[config.mk]
export PLATFORM = sky130hd
export DESIGN_NAME = pulse_low_time_trimmed_mean_core
export DESIGN_NICKNAME = d
export VERILOG_FILES = /design/src/rtl/pltm_pkg.sv /design/src/rtl/pulse_low_time_trimmed_mean_core.sv
export SDC_FILE = /design/constraint.sdc
export NUM_CORES = 1
export LEC_CHECK = 0
export BUFFER_PORTS_ARGS = -buffer_cell sky130_fd_sc_hd__buf_2
export CORE_ASPECT_RATIO = 0.75
export CORE_UTILIZATION = 37
export DETAILED_ROUTE_END_ITERATION = 12
export REMOVE_ABC_BUFFERS = 1
export SYNTH_ARGS = -nofsm -noshare
export SYNTH_HDL_FRONTEND = slang
export SYNTH_SLANG_ARGS = --single-unit
[constraint.sdc]
create_clock -name clk -period 6 [get_ports clk]
set_clock_uncertainty 0.05 [all_clocks]
set_input_delay 0.6 -clock clk [delete_from_list [all_inputs] [get_ports clk]]
set_output_delay 0.6 -clock clk [all_outputs]
set_load 0.02 [all_outputs]
[src/rtl/pltm_pkg.sv]
// Shared constants for the pulse low-time trimmed-mean core.
package pltm_pkg;

	// field widths fixed by the stream layout
	localparam int unsigned TIMEOUT_W  = 24;
	localparam int unsigned STATUS_W   = 3;
	localparam int unsigned DUR_OUT_W  = 24;
	localparam int unsigned AVG_OUT_W  = 28;
	localparam int unsigned COUNT_W    = 4;
	localparam int unsigned S_TDATA_W  = 8;
	localparam int unsigned M_TDATA_W  = 64;

	localparam logic [TIMEOUT_W-1:0] TIMEOUT_RESET = 24'd10000000;
	localparam int unsigned          MIN_VALID     = 3;
	localparam int unsigned          FRAC_BITS     = 4;

	typedef logic [STATUS_W-1:0] status_t;

	localparam status_t ST_AVG_OK   = 3'd0;
	localparam status_t ST_TOO_FEW  = 3'd1;
	localparam status_t ST_TO_HIGH  = 3'd2;
	localparam status_t ST_TO_FALL  = 3'd3;
	localparam status_t ST_TO_LOW   = 3'd4;

	typedef logic [1:0] phase_t;

	localparam phase_t PH_WAIT_HIGH = 2'd0;
	localparam phase_t PH_WAIT_FALL = 2'd1;
	localparam phase_t PH_COUNT_LOW = 2'd2;

endpackage

[src/rtl/pulse_low_time_trimmed_mean_core.sv]
// Pulse low-time meter: phase tracking, duration ring and trimmed mean in Q4.
//
// channel   dir  handshake            payload
// s_*       in   s_tvalid/s_tready    s_tdata[0] pin_level, one sample per tick
// m_*       out  m_tvalid/m_tready    status, duration_ticks, average_q4, valid_count
// cfg_*     in   cfg_valid/cfg_ready  cfg_data = timeout_ticks
//
// A sample passes IDLE and EVAL; a timeout result also passes EMIT, plus any wait for the output
// register. A finished pulse passes EVAL, WALK, PREP, DIV and EMIT, or skips DIV
// with fewer than three valid entries: one ring entry per cycle through
// the sum/min/max walk, then one quotient bit per cycle from the restoring
// divider. s_tready is high only in IDLE.
// Reset clears phase, counters and valid bits; ring contents need none.
// A result waiting in the output register does not stop new samples.
module pulse_low_time_trimmed_mean_core
	import pltm_pkg::*;
#(
	parameter int unsigned WINDOW        = 10,
	parameter int unsigned DURATION_BITS = 24
) (
	input  logic                   clk,
	input  logic                   arst_n,
	input  logic                   s_tvalid,
	output logic                   s_tready,
	input  logic [S_TDATA_W-1:0]   s_tdata,   // [0] pin_level, [7:1] zero
	output logic                   m_tvalid,
	input  logic                   m_tready,
	output logic [M_TDATA_W-1:0]   m_tdata,   // [2:0] status, [26:3] duration_ticks,
	                                          // [54:27] average_q4, [58:55] valid_count
	input  logic                   cfg_valid,
	output logic                   cfg_ready,
	input  logic [TIMEOUT_W-1:0]   cfg_data
);

	localparam int unsigned IW   = (WINDOW > 1) ? $clog2(WINDOW) : 1;
	localparam int unsigned CW   = $clog2(WINDOW + 1);
	localparam int unsigned DW   = $clog2(WINDOW);
	localparam int unsigned SUMW = DURATION_BITS + $clog2(WINDOW);
	localparam int unsigned QW   = SUMW + FRAC_BITS;
	localparam int unsigned DCW  = $clog2(QW);

	localparam logic [2:0] S_IDLE = 3'd0;
	localparam logic [2:0] S_EVAL = 3'd1;
	localparam logic [2:0] S_WALK = 3'd2;
	localparam logic [2:0] S_PREP = 3'd3;
	localparam logic [2:0] S_DIV  = 3'd4;
	localparam logic [2:0] S_EMIT = 3'd5;

	logic [2:0]               state_q;
	logic [TIMEOUT_W-1:0]     timeout_q;
	phase_t                   phase_q;
	logic [DURATION_BITS-1:0] ticks_q;
	logic [DURATION_BITS-1:0] ring_q [WINDOW];
	logic [WINDOW-1:0]        valid_q;
	logic [CW-1:0]            nvalid_q;
	logic [IW-1:0]            widx_q;
	logic                     pin_q;

	logic [IW-1:0]            walk_idx_q;
	logic                     first_q;
	logic [SUMW-1:0]          sum_q;
	logic [DURATION_BITS-1:0] min_q;
	logic [DURATION_BITS-1:0] max_q;

	logic [QW-1:0]            dvd_q;
	logic [DW-1:0]            rem_q;
	logic [DW-1:0]            divisor_q;
	logic [DCW-1:0]           div_cnt_q;

	status_t                  res_status_q;
	logic [DUR_OUT_W-1:0]     res_dur_q;
	logic [AVG_OUT_W-1:0]     res_avg_q;
	logic [COUNT_W-1:0]       res_cnt_q;

	logic                     m_valid_q;
	logic [M_TDATA_W-1:0]     m_data_q;

	// combinational helpers
	logic [DURATION_BITS-1:0] ticks_inc;
	logic [TIMEOUT_W-1:0]     timeout_eff;
	logic                     timed_out;
	logic [31:0]              ticks_ext;
	logic [7:0]               nvalid_ext;
	logic [COUNT_W-1:0]       cnt_sat;
	logic [DURATION_BITS-1:0] walk_val;
	logic                     walk_hit;
	logic [DW:0]              trial;
	logic                     trial_ge;
	logic [QW-1:0]            trimmed;
	logic [63:0]              quot_ext;
	logic                     out_free;

	assign ticks_inc   = (ticks_q == '1) ? ticks_q : ticks_q + 1'b1;
	assign timeout_eff = (timeout_q == '0) ? TIMEOUT_W'(1) : timeout_q;
	assign timed_out   = 32'(ticks_inc) >= 32'(timeout_eff);
	assign ticks_ext   = 32'(ticks_q);
	assign nvalid_ext  = 8'(nvalid_q);
	assign cnt_sat     = (nvalid_ext > 8'd15) ? '1 : nvalid_ext[COUNT_W-1:0];

	assign walk_val = ring_q[walk_idx_q];
	assign walk_hit = valid_q[walk_idx_q];

	assign trial    = {rem_q, dvd_q[QW-1]};
	assign trial_ge = trial >= {1'b0, divisor_q};
	assign trimmed  = {sum_q - SUMW'(min_q) - SUMW'(max_q), FRAC_BITS'(0)};
	assign quot_ext = 64'(dvd_q);

	assign out_free  = !m_valid_q || m_tready;
	assign s_tready  = (state_q == S_IDLE);
	assign cfg_ready = 1'b1;
	assign m_tvalid  = m_valid_q;
	assign m_tdata   = m_data_q;

	// control path
	always_ff @(posedge clk or negedge arst_n) begin
		if (!arst_n) begin
			state_q   <= S_IDLE;
			timeout_q <= TIMEOUT_RESET;
			phase_q   <= PH_WAIT_HIGH;
			ticks_q   <= '0;
			valid_q   <= '0;
			nvalid_q  <= '0;
			widx_q    <= '0;
			m_valid_q <= 1'b0;
		end else begin
			if (cfg_valid) begin
				timeout_q <= cfg_data;
			end
			if (state_q == S_EMIT && out_free) begin
				m_valid_q <= 1'b1;
			end else if (m_tready) begin
				m_valid_q <= 1'b0;
			end
			unique case (state_q)
				S_IDLE: begin
					if (s_tvalid) begin
						state_q <= S_EVAL;
					end
				end
				S_EVAL: begin
					case (phase_q)
						PH_WAIT_FALL: begin
							if (!pin_q) begin
								phase_q <= PH_COUNT_LOW;
								ticks_q <= DURATION_BITS'(1);
								state_q <= S_IDLE;
							end else if (timed_out) begin
								phase_q <= PH_WAIT_HIGH;
								ticks_q <= '0;
								state_q <= S_EMIT;
							end else begin
								ticks_q <= ticks_inc;
								state_q <= S_IDLE;
							end
						end
						PH_COUNT_LOW: begin
							if (pin_q) begin
								valid_q[widx_q] <= 1'b1;
								if (!valid_q[widx_q]) begin
									nvalid_q <= nvalid_q + 1'b1;
								end
								widx_q  <= (widx_q == IW'(WINDOW - 1)) ? '0 : widx_q + 1'b1;
								phase_q <= PH_WAIT_HIGH;
								ticks_q <= '0;
								state_q <= S_WALK;
							end else if (timed_out) begin
								phase_q <= PH_WAIT_HIGH;
								ticks_q <= '0;
								state_q <= S_EMIT;
							end else begin
								ticks_q <= ticks_inc;
								state_q <= S_IDLE;
							end
						end
						default: begin
							// idle code and the unused code both wait for the first high
							if (pin_q) begin
								phase_q <= PH_WAIT_FALL;
								ticks_q <= '0;
								state_q <= S_IDLE;
							end else if (timed_out) begin
								phase_q <= PH_WAIT_HIGH;
								ticks_q <= '0;
								state_q <= S_EMIT;
							end else begin
								ticks_q <= ticks_inc;
								state_q <= S_IDLE;
							end
						end
					endcase
				end
				S_WALK: begin
					if (walk_idx_q == IW'(WINDOW - 1)) begin
						state_q <= S_PREP;
					end
				end
				S_PREP: begin
					state_q <= (nvalid_q < CW'(MIN_VALID)) ? S_EMIT : S_DIV;
				end
				S_DIV: begin
					if (div_cnt_q == '0) begin
						state_q <= S_EMIT;
					end
				end
				S_EMIT: begin
					if (out_free) begin
						state_q <= S_IDLE;
					end
				end
				default: begin
					state_q <= S_IDLE;
				end
			endcase
		end
	end

	// ring storage
	always_ff @(posedge clk) begin
		if (state_q == S_EVAL && phase_q == PH_COUNT_LOW && pin_q) begin
			ring_q[widx_q] <= ticks_q;
		end
	end

	// datapath: sample, walk, divider, result and output registers
	always_ff @(posedge clk) begin
		if (state_q == S_IDLE && s_tvalid) begin
			pin_q <= s_tdata[0];
		end

		if (state_q == S_EVAL) begin
			res_avg_q  <= '0;
			res_dur_q  <= (phase_q == PH_COUNT_LOW && pin_q) ? ticks_ext[DUR_OUT_W-1:0] : '0;
			res_cnt_q  <= cnt_sat;
			walk_idx_q <= '0;
			first_q    <= 1'b1;
			sum_q      <= '0;
			case (phase_q)
				PH_WAIT_FALL: res_status_q <= ST_TO_FALL;
				PH_COUNT_LOW: res_status_q <= ST_TO_LOW;
				default:      res_status_q <= ST_TO_HIGH;
			endcase
		end

		if (state_q == S_WALK) begin
			walk_idx_q <= walk_idx_q + 1'b1;
			if (walk_hit) begin
				first_q <= 1'b0;
				sum_q   <= sum_q + SUMW'(walk_val);
				if (first_q || walk_val < min_q) begin
					min_q <= walk_val;
				end
				if (first_q || walk_val > max_q) begin
					max_q <= walk_val;
				end
			end
		end

		if (state_q == S_PREP) begin
			res_cnt_q <= cnt_sat;
			if (nvalid_q < CW'(MIN_VALID)) begin
				res_status_q <= ST_TOO_FEW;
			end else begin
				res_status_q <= ST_AVG_OK;
			end
			dvd_q     <= trimmed;
			rem_q     <= '0;
			divisor_q <= DW'(nvalid_q - CW'(2));
			div_cnt_q <= DCW'(QW - 1);
		end

		// restoring divide, one quotient bit per cycle
		if (state_q == S_DIV) begin
			rem_q     <= trial_ge ? DW'(trial - {1'b0, divisor_q}) : trial[DW-1:0];
			dvd_q     <= {dvd_q[QW-2:0], trial_ge};
			div_cnt_q <= div_cnt_q - 1'b1;
		end

		if (state_q == S_EMIT && res_status_q == ST_AVG_OK) begin
			res_avg_q <= (|quot_ext[63:AVG_OUT_W]) ? '1 : quot_ext[AVG_OUT_W-1:0];
		end

		if (state_q == S_EMIT && out_free) begin
			m_data_q <= {5'd0, res_cnt_q,
				((res_status_q == ST_AVG_OK)
					? ((|quot_ext[63:AVG_OUT_W]) ? {AVG_OUT_W{1'b1}}
					                              : quot_ext[AVG_OUT_W-1:0])
					: res_avg_q),
				res_dur_q, res_status_q};
		end
	end

endmodule
==> results.py <==
metrics = {
    "place": {
        "place.gp.congestion": 0.850,
        "io_buffer_count": 90,
        "placed_area_mm2": 0.0283,
        "post-place-ws_ns": 0.700,
        "place_inst": 3045,
        "hpwlAfterDp_um": 39600,
    },
    "floorplanning": {
        "start_util_pct": 37.6,
        "die_h_um": 234,
        "core_area_mm2": 0.0705,
        "dieArea_mm2": 0.0727,
        "rows": 84,
        "die_x_um": 311,
        "io-pin-count": 104,
    },
    "critical_path": {
        "cp_data_arrival_time_ns": 5.99,
        "critPathRequiredTime_ns": 6.46,
        "cp-end-kind": "flip-flop",
        "cp_max_fo": 28,
        "crit_type": "reg2reg",
        "worstSetupStartpointType": "flip-flop",
    },
    "power": {
        "p_per_area_mw_per_mm2": 393,
        "max-vdd-ir-drop_mv": 0.236,
        "leakagePower_uw": 0.0119,
    },
    "synth": {
        "synth_area_leaders": "edfxtp_1 (52%), ha_1 (6.4%), dfrtp_1 (6.0%)",
        "netlist_instances": 2040,
        "ys_ff_latch": 561,
        "synth.area.mux_share_pct": 5.79,
        "avgSynthCellArea_um2": 13.0,
        "synth-compound-area-share_pct": 8.88,
        "synth-simple-area-share_pct": 10.6,
        "synth-xor-area-share_pct": 2.35,
        "ys_seq_area_share_pct": 61.0,
        "synth_top_family_by_area": "simple AND/OR/NAND/NOR gates",
        "synth_top_area_share_pct": 51.7,
        "synth_cell_types": 77,
        "synth-edff-count": 456,
        "syn-cell-area_mm2": 0.0265,
        "dominantRegCellSynth": "edfxtp_1",
        "ys_warn_count": 0,
        "yosysMostFrequentCell": "edfxtp_1",
        "synthTopCellsByCount": "edfxtp_1 (456), nor2_1 (148), nand2_1 (141)",
        "synth_area_leader_cell": "edfxtp_1",
        "async_flop_share_pct": 12.8,
        "synthAdderAreaFrac_pct": 8.38,
    },
    "timing": {
        "setup-violations-final": 0,
        "fmax_ghz": 0.181,
        "fin_crit_sh_pct": 92.2,
        "holdWs_ns": 0.0625,
        "report.final.hold_viol_count": 0,
        "period_minus_slack_ns": 5.53,
        "tightestPinTransition_ns": 1.26,
        "rsz0062_at_grt": "no",
        "slew-limit-headroom_pct": 15.7,
        "final_max_slew_viol_count": 0,
        "setup_slack_ns": 0.468,
    },
    "route": {
        "drtIter0Drc": 1199,
        "wl_per_cell_um": 18.9,
        "dr_total_vias": 16300,
        "avgViaCountPerCell": 5.17,
        "wl_um": 59400,
        "drtAntennaViolNets": 0,
        "post-route-drc-count": 0,
        "first_pass_iters": 5,
    },
    "clocking": {
        "cts_resized": 0,
        "clock_path_buffers": 3,
        "clkTransAtPathRegs_ns": 0.07,
        "ctsHoldBuffers": 0,
        "insertion_delay_ns": 0.62,
        "cts_tree": "yes",
        "clkSinkCount": 561,
        "htree_levels": 2,
        "numCtsBuffers": 53,
        "root_buffer": "clkbuf_16",
        "cts_setup_buffers": 0,
    },
    "final_layout": {
        "final_layout_size_suffix_gt1_share_pct": 15.1,
        "multiInputGateArea_mm2": 0.00963,
        "fin_nets": 2353,
        "regArea_mm2": 0.0162,
        "nFillCells": 6447,
        "finalNonFillerCells": 3144,
        "synthToLayoutAreaGrowth_pct": 13.5,
        "design_area_mm2": 0.0301,
    },
    "global_routing": {
        "grt_overflow_total": 0,
        "grt_pass1_wl_um": 92300,
        "grtUsageTotal_pct": 16.3,
        "grt_antenna_before_repair": 1,
        "grt_max_degree": 73,
        "grt_pass1_vias": 16000,
    },
    "worst_hold_path": {
        "min_path_type": "in2async",
    },
    "status": {
        "outcome": "completed",
    },
    "flow_run": {
        "maxCapViolations": 0,
    },
}
## path summary, 6_finish.rpt
| path | start | endpoint | slack [ns] | cells after the start |
|---|---|---|---|---|
| setup / recovery | ticks_q[7]$_DFFE_PN0P_ | ticks_q[23]$_DFFE_PN0P_ | 0.47 | 15 |
| max in group asynchronous | arst_n | state_q[1]$_DFFE_PN0P_ | 5.17 | 1 |
| min in group clk | s_tdata[0] | pin_q$_DFFE_PP_ | 0.12 | 1 |
| hold reg to reg | res_dur_q[2]$_SDFFCE_PN0P_ | m_tdata[5]$_DFFE_PP_ | 0.37 | 0 |
| setup reg to reg | ticks_q[7]$_DFFE_PN0P_ | ticks_q[23]$_DFFE_PN0P_ | 0.47 | 15 |
| hold / removal | arst_n | ticks_q[10]$_DFFE_PN0P_ | 0.06 | 1 |
## critical path, stage by stage, from the launching register on
cell      delay, ns
dfrtp_1        0.70
and4_4         0.37
nand4_4        0.18
nor4_4         0.59
buf_4          0.25
mux2i_1        0.22
inv_1          0.06
ha_1           0.28
a21o_1         0.11
a21oi_1        0.06
o21ai_0        0.45
a311oi_1       0.24
a211oi_1       0.64
or4b_1         0.80
and2b_1        0.26
o22a_1         0.15
## metrics by stage
| step | utilization (%) | setup TNS [ns] | power, uW |
|---|---|---|---|
| final | 42.7 | 0 | 11800 |
| after global routing | 42.7 | 0 | 12400 |
| after detailed placement | 40.1 | 0 | 8380 |
| after global placement | 40.1 | 0 | 8310 |
| after CTS | 42.7 | 0 | 11900 |
| after floorplan | - | -52.84 | 7230 |
## layout by cell type, fill, tap and decap left out, types with 11 or more instances in the layout
cell | netlist | routed
nand2b_1 | 37 | 36
nor3_1 | 22 | 15
o21a_1 | 12 | 12
edfxtp_1 | 456 | 456
a21oi_1 | 129 | 129
buf_4 | 6 | 46
clkbuf_16 | 0 | 53
dfrtp_1 | 64 | 64
and3_1 | 42 | 41
nand2_1 | 141 | 141
clkinv_2 | 0 | 12
a211oi_1 | 32 | 32
buf_2 | 7 | 89
xnor2_1 | 39 | 39
ha_1 | 136 | 136
nand3_1 | 52 | 52
nor4_1 | 16 | 15
o21ai_0 | 114 | 114
or2_2 | 13 | 13
mux4_2 | 52 | 52
fa_1 | 26 | 26
clkbuf_1 | 60 | 11
a21o_1 | 39 | 39
nor2_1 | 148 | 144
nand4_1 | 25 | 25
nor2b_1 | 45 | 44
mux2i_1 | 33 | 33
xor2_1 | 32 | 32
inv_1 | 115 | 115
dfxtp_1 | 33 | 31
## final cells by class
cell class	count	share of cell area (%)
tap	946	3.93
sequential	561	53.7
antenna	1	0.00831
multi-input combinational	1283	32.0
timing repair buffer	140	2.96
clock buffer	66	4.64
inverter	115	1.43
clock inverter	32	1.31
## registers in the layout, summed over array words and instances (netlist names), 10 cells and up, named ones only
register	cells
min_q	24
valid_q	10
ring_q	240
ticks_q	24
timeout_q	24
res_dur_q	24
m_tdata	59
dvd_q	32
res_avg_q	28
max_q	24
sum_q	28
## cell families (layout without fill, tap and decap cells)
logic type,after synthesis,in the layout
AOI/OAI and AO/OA,387,387
xor gates and xnor gates,71,71
adders and majority gates,162,162
buffers and inverters,200,353
DFF,561,561
muxes,88,88
other,2,7
and+or+nand+nor,569,569
## metal layers
metal	global-route usage (%)	vias to the layer above	share of wire (%)
met5	0	-	0
met4	3.85	0	1.5
met3	3.07	64	5.4
met2	24.6	355	43
met1	24.2	8094	50
li1	-	7755	-
## power breakdown
part	switching, uW	internal [uW]	total, uW
Combinational	2020	1270	3290
Clock	1520	2010	3520
Sequential	251	4770	5020
Total	3790	8050	11800
Power figures use the tool's default switching activity.
